[config.mk]
export PLATFORM = sky130hd
export DESIGN_NAME = color_gradient_evaluator
export DESIGN_NICKNAME = d
export VERILOG_FILES = /design/src/cge_pkg.sv /design/src/cge_regs.sv /design/src/cge_select.sv /design/src/cge_blend.sv /design/src/color_gradient_evaluator.sv
export SDC_FILE = /design/constraint.sdc
export NUM_CORES = 2
export LEC_CHECK = 0
export BUFFER_PORTS_ARGS = -buffer_cell sky130_fd_sc_hd__buf_4
export CAP_MARGIN = 20
export CORE_UTILIZATION = 35
export DETAILED_ROUTE_END_ITERATION = 6
export HOLD_SLACK_MARGIN = 0.08
export PLACE_DENSITY = 0.49
export SYNTH_ARGS = -nofsm -noshare
export SYNTH_HDL_FRONTEND = slang
export SYNTH_SLANG_ARGS = --single-unit
[constraint.sdc]
create_clock -name clk_i -period 52.4 [get_ports clk_i]
set_clock_uncertainty 0.05 [all_clocks]
set_input_delay 2.62 -clock clk_i [delete_from_list [all_inputs] [get_ports clk_i]]
set_output_delay 2.62 -clock clk_i [all_outputs]
set_load 0.005 [all_outputs]
[src/cge_pkg.sv]
// ----------------------------------------------------------------------------
// cge_pkg
// Shared types and constants of the color gradient evaluator.
// ----------------------------------------------------------------------------
`default_nettype none
package cge_pkg;
  localparam int unsigned KeySlots = 4;
  localparam int unsigned RegCount = 8;
  localparam logic [40:0] ColorMask = 41'h1FF_FFFF_FFFF;
  localparam logic [24:0] AlphaMask = 25'h1FF_FFFF;
  localparam logic [40:0] ColorKey0Rst = 41'd2199023190016;
  localparam logic [40:0] ColorKey1Rst = 41'd2199023222784;
  localparam logic [24:0] AlphaKey0Rst = 25'd33488896;

  typedef enum logic [2:0] {
    RegCk0 = 3'd0, RegCk1 = 3'd1, RegCk2 = 3'd2, RegCk3 = 3'd3,
    RegAk0 = 3'd4, RegAk1 = 3'd5, RegAk2 = 3'd6, RegAk3 = 3'd7
  } reg_idx_e;

  // one channel lane after key selection
  typedef struct packed {
    logic        lerp;
    logic [7:0]  c0;
    logic [8:0]  dc;    // signed c1-c0
    logic [15:0] dt;    // t - t0
    logic [15:0] den;   // t1 - t0
  } lane_t;
endpackage
`default_nettype wire

[src/cge_regs.sv]
// ----------------------------------------------------------------------------
// cge_regs
// APB register file holding the color and alpha keys.
// ----------------------------------------------------------------------------
`default_nettype none
module cge_regs (
  input  wire logic        clk_i,
  input  wire logic        rst_ni,
  input  wire logic        psel,
  input  wire logic        penable,
  input  wire logic        pwrite,
  input  wire logic [5:0]  paddr,
  input  wire logic [63:0] pwdata,
  output logic      [63:0] prdata,
  output logic      [40:0] ck_o [4],
  output logic      [24:0] ak_o [4]
);
  logic [40:0] ck_q [4];
  logic [24:0] ak_q [4];
  logic [2:0]  idx;
  logic        wr;

  assign idx = paddr[5:3];
  assign wr  = psel & penable & pwrite;

  always_ff @(posedge clk_i or negedge rst_ni) begin
    if (!rst_ni) begin
      ck_q[0] <= cge_pkg::ColorKey0Rst;
      ck_q[1] <= cge_pkg::ColorKey1Rst;
      ck_q[2] <= '0;
      ck_q[3] <= '0;
      ak_q[0] <= cge_pkg::AlphaKey0Rst;
      ak_q[1] <= cge_pkg::AlphaKey0Rst;
      ak_q[2] <= '0;
      ak_q[3] <= '0;
    end else if (wr) begin
      if (!idx[2]) ck_q[idx[1:0]] <= pwdata[40:0];
      else         ak_q[idx[1:0]] <= pwdata[24:0];
    end
  end

  always_comb begin
    prdata = '0;
    if (!idx[2]) prdata = {23'd0, ck_q[idx[1:0]]};
    else         prdata = {39'd0, ak_q[idx[1:0]]};
  end

  assign ck_o = ck_q;
  assign ak_o = ak_q;
endmodule
`default_nettype wire

[src/cge_select.sv]
// ----------------------------------------------------------------------------
// cge_select
// Key search for one channel set: picks key pair and builds a lane.
// ----------------------------------------------------------------------------
`default_nettype none
module cge_select #(
  parameter int unsigned MaxKeys = 4
) (
  input  wire logic [15:0] t_i,
  input  wire logic [15:0] time_i [4],
  input  wire logic [7:0]  chan_i [4],
  input  wire logic [3:0]  used_i,
  output cge_pkg::lane_t   lane_o
);
  logic [2:0] n;
  logic [1:0] sel;
  logic       stop;
  logic       any;

  always_comb begin
    n = 3'd1;
    stop = 1'b0;
    for (int i = 1; i < 4; i++) begin
      if (i < MaxKeys && !stop && used_i[i]) n = n + 3'd1;
      else stop = 1'b1;
    end
    sel = 2'd0;
    any = 1'b0;
    stop = 1'b0;
    for (int i = 0; i < 4; i++) begin
      if (3'(i) < n && !stop) begin
        if (time_i[i] > t_i) stop = 1'b1;
        else begin
          sel = 2'(i);
          any = 1'b1;
        end
      end
    end
    lane_o.c0   = any ? chan_i[sel] : chan_i[0];
    lane_o.lerp = any && ({1'b0, sel} + 3'd1 < n);
    lane_o.dc   = {1'b0, chan_i[sel + 2'd1]} - {1'b0, chan_i[sel]};
    lane_o.dt   = t_i - time_i[sel];
    lane_o.den  = time_i[sel + 2'd1] - time_i[sel];
  end
endmodule
`default_nettype wire

[src/cge_blend.sv]
// ----------------------------------------------------------------------------
// cge_blend
// Pipelined blend of one lane: multiply, then 8-bit restoring division
// spread over three stages, then truncation toward zero.
// ----------------------------------------------------------------------------
`default_nettype none
module cge_blend (
  input  wire logic           clk_i,
  input  wire logic           en_i,
  input  wire cge_pkg::lane_t lane_i,
  output logic [7:0]          c_o
);
  // stage 1: |dc| * dt ; quotient < 256 since dt < den
  logic        lerp1_q, neg1_q;
  logic [7:0]  c01_q;
  logic [23:0] num1_q;
  logic [15:0] den1_q;
  logic [8:0]  mag;
  assign mag = lane_i.dc[8] ? -lane_i.dc : lane_i.dc;

  // divider stages: 3 quotient bits each, but 2 in the last
  logic [23:0] rem_q [3];
  logic [7:0]  quo_q [3];
  logic [15:0] den_q [3];
  logic        lerp_q [3], neg_q [3];
  logic [7:0]  c0_q [3];
  logic [23:0] rem_in [3];
  logic [7:0]  quo_in [3];
  logic [15:0] den_in [3];
  logic        lerp_in [3], neg_in [3];
  logic [7:0]  c0_in [3];
  logic [23:0] rem_d [3];
  logic [7:0]  quo_d [3];

  always_comb begin
    rem_in[0]  = num1_q;
    quo_in[0]  = 8'd0;
    den_in[0]  = den1_q;
    lerp_in[0] = lerp1_q;
    neg_in[0]  = neg1_q;
    c0_in[0]   = c01_q;
    for (int s = 1; s < 3; s++) begin
      rem_in[s]  = rem_q[s-1];
      quo_in[s]  = quo_q[s-1];
      den_in[s]  = den_q[s-1];
      lerp_in[s] = lerp_q[s-1];
      neg_in[s]  = neg_q[s-1];
      c0_in[s]   = c0_q[s-1];
    end
  end

  always_comb begin
    logic [23:0] r;
    logic [7:0]  q;
    logic [39:0] dd;
    for (int s = 0; s < 3; s++) begin
      r = rem_in[s];
      q = quo_in[s];
      dd = '0;
      for (int k = 0; k < 3; k++) begin
        if (7 - (s*3 + k) >= 0) begin
          dd = {24'd0, den_in[s]} << (7 - (s*3 + k));
          if ({16'd0, r} >= dd) begin
            r = r - dd[23:0];
            q[7 - (s*3 + k)] = 1'b1;
          end
        end
      end
      rem_d[s] = r;
      quo_d[s] = q;
    end
  end

  always_ff @(posedge clk_i) begin
    if (en_i) begin
      lerp1_q <= lane_i.lerp;
      neg1_q  <= lane_i.dc[8];
      c01_q   <= lane_i.c0;
      num1_q  <= {15'd0, mag} * {8'd0, lane_i.dt};
      den1_q  <= lane_i.den;
      for (int s = 0; s < 3; s++) begin
        rem_q[s]  <= rem_d[s];
        quo_q[s]  <= quo_d[s];
        den_q[s]  <= den_in[s];
        lerp_q[s] <= lerp_in[s];
        neg_q[s]  <= neg_in[s];
        c0_q[s]   <= c0_in[s];
      end
    end
  end

  always_comb begin
    c_o = c0_q[2];
    if (lerp_q[2]) c_o = neg_q[2] ? c0_q[2] - quo_q[2] : c0_q[2] + quo_q[2];
  end
endmodule
`default_nettype wire

[src/color_gradient_evaluator.sv]
// Pipeline: six register stages (select, multiply, three divider stages,
// output register).
// Throughput: one item per cycle, fully pipelined; the whole pipe stalls only
// while the output register holds an untaken item.
// Reset: async active low, clears valid bits and restores key defaults.
// ----------------------------------------------------------------------------
// color_gradient_evaluator
// Piecewise-linear RGBA gradient with four color and four alpha keys.
// ----------------------------------------------------------------------------
`default_nettype none
module color_gradient_evaluator #(
  parameter int unsigned MAX_KEYS = 4
) (
  input  wire logic        clk_i,
  input  wire logic        rst_ni,
  input  wire logic        psel,
  input  wire logic        penable,
  input  wire logic        pwrite,
  input  wire logic [5:0]  paddr,
  input  wire logic [63:0] pwdata,
  output logic      [63:0] prdata,
  output logic             pready,
  input  wire logic        in_valid_i,
  output logic             in_ready_o,
  input  wire logic [15:0] sample_time_i,
  output logic             out_valid_o,
  input  wire logic        out_ready_i,
  output logic      [7:0]  red_o,
  output logic      [7:0]  green_o,
  output logic      [7:0]  blue_o,
  output logic      [7:0]  alpha_o
);
  localparam int unsigned Depth = 5;
  logic [40:0] ck [4];
  logic [24:0] ak [4];
  logic [15:0] tm [4][4];
  logic [7:0]  ch [4][4];
  logic [3:0]  us [4];
  cge_pkg::lane_t lane_d [4];
  logic [7:0]  res [4];
  logic [Depth-1:0] vld_q;
  logic        adv;

  assign pready = 1'b1;

  cge_regs u_regs (
    .clk_i, .rst_ni, .psel, .penable, .pwrite, .paddr, .pwdata, .prdata,
    .ck_o(ck), .ak_o(ak)
  );

  always_comb begin
    for (int i = 0; i < 4; i++) begin
      tm[0][i] = ck[i][15:0];
      tm[1][i] = ck[i][15:0];
      tm[2][i] = ck[i][15:0];
      tm[3][i] = ak[i][15:0];
      ch[0][i] = ck[i][23:16];
      ch[1][i] = ck[i][31:24];
      ch[2][i] = ck[i][39:32];
      ch[3][i] = ak[i][23:16];
      us[0][i] = ck[i][40];
      us[1][i] = ck[i][40];
      us[2][i] = ck[i][40];
      us[3][i] = ak[i][24];
    end
  end

  for (genvar g = 0; g < 4; g++) begin : g_lane
    cge_pkg::lane_t lane_q;
    cge_select #(.MaxKeys(MAX_KEYS)) u_sel (
      .t_i(sample_time_i), .time_i(tm[g]), .chan_i(ch[g]),
      .used_i(us[g]), .lane_o(lane_d[g])
    );
    always_ff @(posedge clk_i) begin
      if (adv) lane_q <= lane_d[g];
    end
    cge_blend u_blend (.clk_i, .en_i(adv), .lane_i(lane_q), .c_o(res[g]));
  end

  // whole pipe stalls only when the output holds an untaken item
  assign adv = !out_valid_o || out_ready_i;
  assign in_ready_o = adv;

  always_ff @(posedge clk_i or negedge rst_ni) begin
    if (!rst_ni) begin
      vld_q <= '0;
    end else if (adv) begin
      vld_q <= {vld_q[Depth-2:0], in_valid_i};
    end
  end

  logic [7:0] r_q, g_q, b_q, a_q;
  logic       ov_q;
  always_ff @(posedge clk_i or negedge rst_ni) begin
    if (!rst_ni) begin
      ov_q <= 1'b0;
    end else if (adv) begin
      ov_q <= vld_q[Depth-1];
    end
  end
  always_ff @(posedge clk_i) begin
    if (adv) begin
      r_q <= res[0];
      g_q <= res[1];
      b_q <= res[2];
      a_q <= res[3];
    end
  end
  assign out_valid_o = ov_q;
  assign red_o   = r_q;
  assign green_o = g_q;
  assign blue_o  = b_q;
  assign alpha_o = a_q;

`ifndef ASSERT_OFF
  a_stall_hold: assert property (@(posedge clk_i) disable iff (!rst_ni)
    out_valid_o && !out_ready_i |=> out_valid_o && $stable(red_o) && $stable(alpha_o))
    else $error("result changed while stalled");
  a_ready: assert property (@(posedge clk_i) disable iff (!rst_ni)
    !out_valid_o |-> in_ready_o)
    else $error("input blocked with empty output");
  a_pipe: assert property (@(posedge clk_i) disable iff (!rst_ni)
    in_valid_i && in_ready_o |=> vld_q[0])
    else $error("accepted item lost");
`endif
endmodule
`default_nettype wire

== Yosys cells after proc, flatten, opt, wreduce, memory -nomap -nowiden ==
Memory sizes are Yosys's and may differ from the RTL's.
Cells that the tools add are included.
Widths: inputs -> output; s select.

* Bits in registers: 602
* RAM bits: 696
* Bits of input ports: 93
* Output and inout port bits: 99
* Word-level logic and storage cells: 402
* Memories: 24

{| class="wikitable"
|+ Memory list
! memory !! words !! bits a word !! read ports !! clocked after Yosys merged registers in !! wr ports !! RTL line !! source
|-
| g_lane[0].u_blend.rem_q || 3 || 24 || 2 || 0 || 3 || cge_blend.sv:22 || <nowiki>logic [23:0] rem_q [3];</nowiki>
|-
| g_lane[1].u_blend.rem_q || 3 || 24 || 2 || 0 || 3 || cge_blend.sv:22 ||
|-
| g_lane[2].u_blend.rem_q || 3 || 24 || 2 || 0 || 3 || cge_blend.sv:22 ||
|-
| g_lane[3].u_blend.rem_q || 3 || 24 || 2 || 0 || 3 || cge_blend.sv:22 ||
|-
| g_lane[0].u_blend.den_q || 3 || 16 || 2 || 0 || 3 || cge_blend.sv:24 || <nowiki>logic [15:0] den_q [3];</nowiki>
|-
| g_lane[1].u_blend.den_q || 3 || 16 || 2 || 0 || 3 || cge_blend.sv:24 ||
|-
| +18 memories || n/a || n/a || n/a || n/a || n/a || n/a ||
|}

* Add/sub/neg operators: 60
* Multiply operators: 4
* Magnitude comparators: 56
* Multiplexer cells: 181
* Bitwise gates (word level): 8
* Reductions and logical operators: 25

{| class="wikitable"
|+ Operators by type and width
! kind !! count
|-
| $mux 24 || 32
|-
| $mux 8 || 28
|-
| $bwmux 164 || 1
|-
| $mux 41 || 4
|-
| $bmux 16 s2 || 4
|-
| $bmux 8 s2 || 8
|-
| $gt 16x16->1 || 8
|-
| $mux 16 || 8
|-
| $bwmux 100 || 1
|-
| $ge 24x16->1 || 4
|-
| $ge 24x17->1 || 4
|-
| $ge 24x18->1 || 4
|-
| $ge 24x19->1 || 4
|-
| $ge 24x20->1 || 4
|-
| $ge 24x21->1 || 4
|-
| $ge 24x22->1 || 4
|-
| $ge 24x23->1 || 4
|-
| $mul 9x16->24 || 4
|-
| $sub 24x16->24 || 4
|-
| $sub 24x17->24 || 4
|-
| $sub 24x18->24 || 4
|-
| $sub 24x19->24 || 4
|-
| $sub 24x20->24 || 4
|-
| $sub 24x21->24 || 4
|-
| 31 further kinds || 180
|}

== Logic depth before layout (Yosys ltp) ==
* Depth in word-level cells: 22
* Depth in mapped cells: 42
* Depth with buffers taken out: 39

== Cells and area by module ==
Synthesis repeated with hierarchy kept, for this count alone.

* Cells, all modules: 10884
* Area total of the unflattened synthesis: 109958.0 um^2

{| class="wikitable"
|+ Modules (own cells, without submodules)
! module !! instances !! cells an instance !! area each (um^2) !! sequential area each (um^2)
|-
| cge_blend at g_lane[2].u_blend || 1 || 1847 || 17764.5 || 5315.1
|-
| cge_blend at g_lane[3].u_blend || 1 || 1836 || 17694.5 || 5315.1
|-
| cge_blend at g_lane[0].u_blend || 1 || 1809 || 17626.9 || 5315.1
|-
| cge_blend at g_lane[1].u_blend || 1 || 1846 || 17549.3 || 5315.1
|-
| cge_regs || 1 || 808 || 12493.2 || 6692.7
|-
| cge_select at g_lane[1].u_sel ... || 2 || 613 || 4804.6 || 0.0
|-
| color_gradient_evaluator || 1 || 248 || 7235.7 || 7116.8
|-
| cge_select at g_lane[0].u_sel || 1 || 650 || 5190.0 || 0.0
|-
| cge_select at g_lane[3].u_sel || 1 || 614 || 4794.6 || 0.0
|}

== Worst setup path after synthesis ==
OpenSTA, ideal clock, no wires.

* Kind: input -> register
* Start point: input out_ready_i
* End point: register vld_q[0]
* Library setup time: 0.176 ns
* Data arrival time: 26.460 ns
* Data required time: 52.174 ns
* Setup slack: 25.713 ns
* Cell stages on the path: 3
* Buffers on the path: 1
* Cells stage by stage: nand2b_1 > clkbuf_1 > mux2_2

* Longest elaborated chain between the ends: 1

{| class="wikitable"
|+ Ends and longest elaborated chain
! item !! RTL line !! source
|-
| start: declaration || color_gradient_evaluator.sv:27 || <nowiki>input wire logic out_ready_i,</nowiki>
|-
| $logic_or 1x1->1 || color_gradient_evaluator.sv:81 || <nowiki>assign adv = !out_valid_o || out_ready_i;</nowiki>
|-
| net in_ready_o || color_gradient_evaluator.sv:24 || <nowiki>output logic in_ready_o,</nowiki>
|-
| end signal: assignment || color_gradient_evaluator.sv:88 || <nowiki>vld_q <= {vld_q[Depth-2:0], in_valid_i};</nowiki>
|-
| end: declaration || color_gradient_evaluator.sv:41 || <nowiki>logic [Depth-1:0] vld_q;</nowiki>
|}

The timed path passes the listed nets, and every way through them passes these cells.
A chain may end at the register's enable or synchronous reset.

==> results_tabular.tex <==
\begin{tabular}{lr}
\hline
Metric & Value \\
\hline
\multicolumn{2}{l}{\textbf{Clock tree}} \\
Number of sinks driven by the clock tree & between 1000 and 1500 \\
Count of buffers added by post-CTS timing repair for setup & 0 \\
Clock-pin transition on the worst setup and hold timing paths & 0.06 ns \\
Skew-Pair Late Insertion Delay & about 0.8 ns \\
Maximum root-to-sink buffer count & 3 \\
CTS tree & built \\
Cells resized by post-CTS repair & 0 \\
Number of hold-repair buffers added at the cts stage & 0 \\
CTS buffer count & 120 \\
Cell at the root of the clock tree & sky130\_fd\_sc\_hd\_\_clkbuf\_16 \\
Number of H-tree branching levels & 3 \\
\multicolumn{2}{l}{\textbf{Synthesis}} \\
Adder and majority cell fraction of the synthesized area & 0.219 \\
Post-synth cell types & between 100 and 150 \\
Largest family of logic cells by synthesized area & adder cells \\
Synthesized-area fraction occupied by and/or/nand/nor cells & 0.129 \\
Share of the synthesized area in compound gates (AO/OA/AOI/OAI) & 0.132 \\
Gate Count Post-Synth & 9333 \\
Yosys reg bits & roughly 1000 \\
Post-synth EDFFs & 770 \\
Yosys warns & 0 \\
Dominant synthesized flop cell & sky130\_fd\_sc\_hd\_\_edfxtp\_1 \\
Post-synthesis average cell area & between 10 and 15 um2 \\
Post-synthesis xor/xnor area fraction & 0.0556 \\
Fraction of synthesis flops using an asynchronous set or reset pin & 0.260 \\
Fraction of synthesized area in multiplexers & 0.0965 \\
Share of the yosys chip area belonging to registers & 0.320 \\
Cell area after synthesis & $\sim$94000 um2 \\
\multicolumn{2}{l}{\textbf{Critical path}} \\
Reg-to-reg endpoint & g\_lane[1].u\_blend.rem\_q[0][7]\$\_DFFE\_PP\_ \\
Top cell by count, worst path & sky130\_fd\_sc\_hd\_\_o21ai\_0 \\
Number of cells traversed by the worst register-to-register path & 36 \\
Critical Path Slowest Stage Cell & sky130\_fd\_sc\_hd\_\_clkinv\_1 \\
Req. time, crit path & around 53 ns \\
Crit-path max FO & 25 \\
Element type at the critical path end & flop \\
CP arrival & roughly 12 ns \\
Type of the setup path with the least slack & reg -> reg \\
Category of the worst setup path launch point & flop \\
Slowest stage delay, CP & 0.75 ns \\
Register-to-register path setup slack & roughly 41 ns \\
R2r startpoint & g\_lane[1].u\_blend.den1\_q[1]\$\_DFFE\_PP\_ \\
\multicolumn{2}{l}{\textbf{Final layout}} \\
FILL cells & between 20000 and 30000 \\
Fraction of layout instances using a drive strength above 1 & 0.130 \\
Syn-to-layout area delta & 10.4\% \\
Post-layout instance area & approximately 100000 um2 \\
Number of nets in the layout & between 10000 and 15000 \\
\multicolumn{2}{l}{\textbf{Routing}} \\
Vias per Instance & $\sim$5.3 \\
DRT Pass-1 Iters & 7 \\
Antenna viol nets, final & 0 \\
Vias & 69100 \\
Total wire length & between 200000 and 300000 um \\
Initial drt markers & between 4000 and 5000 \\
Routed length per placed instance & 20.8 um \\
Drc violations & 21 \\
\multicolumn{2}{l}{\textbf{Floorplanning}} \\
I/O pins & roughly 190 \\
Die Y & roughly 520 um \\
Die outline area & roughly 270000 um2 \\
Initial Util & 0.353 \\
Placement row count & about 190 \\
Horizontal die dimension & approximately 520 um \\
Core area & approximately 270000 um2 \\
\multicolumn{2}{l}{\textbf{Global routing}} \\
Grt total ovfl & 0 \\
Antenna violations before repair & 30 \\
Wire length of the first global-routing pass & about 420000 um \\
Maximum number of pins on one net before global-route repair & between 150 and 200 \\
Number of global-route vias before repair & roughly 70000 \\
Gr usage total & 0.199 \\
\multicolumn{2}{l}{\textbf{Hold path}} \\
Worst Hold End & g\_lane[2].u\_blend.c0\_q[0][1]\$\_DFFE\_PP\_ \\
Hold path depth & 0 \\
Start point of the worst hold path & g\_lane[2].u\_blend.c01\_q[1]\$\_DFFE\_PP\_ \\
Min-Delay Path Class & reg -> reg \\
\multicolumn{2}{l}{\textbf{Timing}} \\
Slew Viols, Final & 0 \\
Minimum period implied by the final worst setup slack & roughly 11 ns \\
Worst path setup slack after routing & between 40 and 50 ns \\
Period utilization & 0.212 \\
Number of setup violations in the final report & 0 \\
Setup repair after global routing missed its margin & no \\
Count of final hold-check violations & 0 \\
Remaining max-slew budget at the tightest pin & 0.299 \\
Actual transition at the worst max-transition pin & roughly 1.1 ns \\
Achievable clock frequency & between 90 and 100 MHz \\
Summed negative setup slack over all endpoints & 0 ns \\
\multicolumn{2}{l}{\textbf{Place}} \\
Setup Slack @ Placement & slightly above 40 ns \\
Routability Congestion & between 0.8 and 0.9 \\
Count of input and output buffers & around 140 \\
Cell area after placement & 99200 um2 \\
DP HPWL & 210000 um \\
\multicolumn{2}{l}{\textbf{Run status}} \\
Violations in the final reports & DRC \\
Run status & finished with violations \\
\multicolumn{2}{l}{\textbf{Flow run}} \\
Number of max-cap violations & 0 \\
\hline
\end{tabular}
registers in the layout, summed over array words and instances, names as in the netlist:
name,cells
u_regs.ck_o,164
g_lane.u_blend.lerp_q,6
g_lane.u_blend.neg_q,12
g_lane.lane_q,134
u_regs.ak_o,100
g_lane.u_blend.c0_q,96
g_lane.u_blend.num1_q,96
green_o,8
g_lane.u_blend.neg1_q,4
g_lane.u_blend.lerp1_q,2
vld_q,5
alpha_o,8
blue_o,8
out_valid_o,1
g_lane.u_blend.den1_q,32
red_o,8
g_lane.u_blend.den_q,64
g_lane.u_blend.quo_q,68
g_lane.u_blend.rem_q,192
g_lane.u_blend.c01_q,32
synth_stat cells, drive strengths merged, types with 57 or more instances:
master,n,area share
mux2,471,0.057
inv,835,0.033
nor2,520,0.021
ha,946,0.13
nand2b,131,0.0088
nor3,111,0.0063
xnor2,382,0.036
a211oi,57,0.0047
edfxtp,770,0.25
dfstp,69,0.019
dfrtp,201,0.054
a21o,292,0.023
mux2i,80,0.0086
nor2b,278,0.019
nand3,121,0.0065
nand2,933,0.037
nand4,103,0.0069
xor2,212,0.020
fa,432,0.092
clkbuf,240,0.0096
mux4,130,0.031
a31oi,66,0.0044
o21ai,489,0.026
buf,77,0.0045
o21a,96,0.0077
a21oi,585,0.031
and2,93,0.0062
o21bai,57,0.0046
area by class of cell:
class                           instances  area (um2)  area share
Multi-Input combinational cell       7162       59600       0.577
Sequential cell                      1040       30000       0.290
Tap cell                             3533        4420      0.0428
Clock buffer                          150        3170      0.0307
Inverter                              836        3140      0.0304
Timing Repair Buffer                  280        2170      0.0210
Clock inverter                         77         862     0.00834
Antenna cell                           10        25.0    0.000242
placed cells by master, fill, tap and decap left out, types with 34 or more instances in the layout:
master | synthesis | routed
sky130_fd_sc_hd__buf_4 | 26 | 274
sky130_fd_sc_hd__nor3_1 | 105 | 105
sky130_fd_sc_hd__dfstp_2 | 69 | 69
sky130_fd_sc_hd__nor2b_1 | 278 | 278
sky130_fd_sc_hd__and2_1 | 92 | 92
sky130_fd_sc_hd__nand3_1 | 121 | 121
sky130_fd_sc_hd__dfrtp_1 | 201 | 201
sky130_fd_sc_hd__ha_1 | 946 | 945
sky130_fd_sc_hd__nand4_1 | 103 | 103
sky130_fd_sc_hd__nor2_1 | 520 | 513
sky130_fd_sc_hd__a21boi_0 | 47 | 46
sky130_fd_sc_hd__mux2_2 | 460 | 460
sky130_fd_sc_hd__mux2i_1 | 80 | 80
sky130_fd_sc_hd__o21a_1 | 96 | 96
sky130_fd_sc_hd__o31ai_1 | 51 | 51
sky130_fd_sc_hd__clkbuf_16 | 0 | 121
sky130_fd_sc_hd__nand2_1 | 933 | 933
sky130_fd_sc_hd__nor4_1 | 34 | 34
sky130_fd_sc_hd__fa_1 | 432 | 432
sky130_fd_sc_hd__xnor2_1 | 382 | 376
sky130_fd_sc_hd__mux4_2 | 130 | 130
sky130_fd_sc_hd__edfxtp_1 | 770 | 770
sky130_fd_sc_hd__a21o_1 | 292 | 291
sky130_fd_sc_hd__a211oi_1 | 55 | 54
sky130_fd_sc_hd__a21oi_1 | 583 | 581
sky130_fd_sc_hd__or3_1 | 39 | 37
sky130_fd_sc_hd__o21ai_0 | 471 | 471
sky130_fd_sc_hd__a31oi_1 | 66 | 66
sky130_fd_sc_hd__nand2b_1 | 131 | 130
sky130_fd_sc_hd__o21bai_1 | 57 | 57
sky130_fd_sc_hd__xor2_1 | 212 | 208
sky130_fd_sc_hd__inv_1 | 830 | 830
kinds of logic (layout without fill, tap and decap cells):
logic type / Yosys count / count (layout)
mux: 681 / 681
buf+inv: 1153 / 1343
flops: 1040 / 1040
other cells: 2 / 34
simple gates: 2515 / 2515
xor+xnor: 594 / 594
compound gates: 1970 / 1970
fa+ha+maj: 1378 / 1378
through the flow:
step / hold slack, ns / std cells / utilization
6_report: 0.281 / 13100 / 0.389
5_1_grt: 0.276 / 13100 / 0.389
4_1_cts: 0.277 / 13100 / 0.389
3_5_place_dp: 0.355 / 12800 / 0.373
3_3_place_gp: 0.351 / 12800 / 0.373
2_1_floorplan: 0.350 / 9355 / -
worst max path at each step:
stage,slack (ns),startpoint,endpoint,depth (start not counted)
after detailed placement,40.89,g_lane[1].u_blend.den1_q[1]$_DFFE_PP_,g_lane[1].u_blend.rem_q[0][19]$_DFFE_PP_,35
after global placement,41.13,g_lane[1].u_blend.den1_q[1]$_DFFE_PP_,g_lane[0].u_blend.rem_q[0][19]$_DFFE_PP_,37
after floorplan,25.71,out_ready_i,vld_q[0]$_DFFE_PN0P_,3
after CTS,40.91,g_lane[1].u_blend.den1_q[1]$_DFFE_PP_,g_lane[1].u_blend.quo_q[0][5]$_DFFE_PP_,35
final,41.31,g_lane[1].u_blend.den1_q[1]$_DFFE_PP_,g_lane[1].u_blend.rem_q[0][7]$_DFFE_PP_,36
after global routing,40.24,g_lane[1].u_blend.den1_q[1]$_DFFE_PP_,g_lane[1].u_blend.rem_q[0][7]$_DFFE_PP_,36
worst max-delay path, delay by kind of cell (launching register included):
kind                     cells  cell delay [ns]
AND/OR/NAND/NOR             10             1.65
buffers and inverters        5             1.63
flip-flops                   1             0.73
adder cells (fa/ha/maj)      3             1.08
AO/OA/AOI/OAI               18             5.65
per-layer routing:
metal	vias to the layer above	routed length (um)	track usage
met5	-	175	0
met4	28	7720	0.0583
met3	366	14400	0.0303
met2	1606	118000	0.306
met1	33700	132000	0.287
li1	33400	-	-
Power is left out: the tool's default activity adds up to more than one toggle a clock period on the data nets, which glitch-free logic cannot reach.
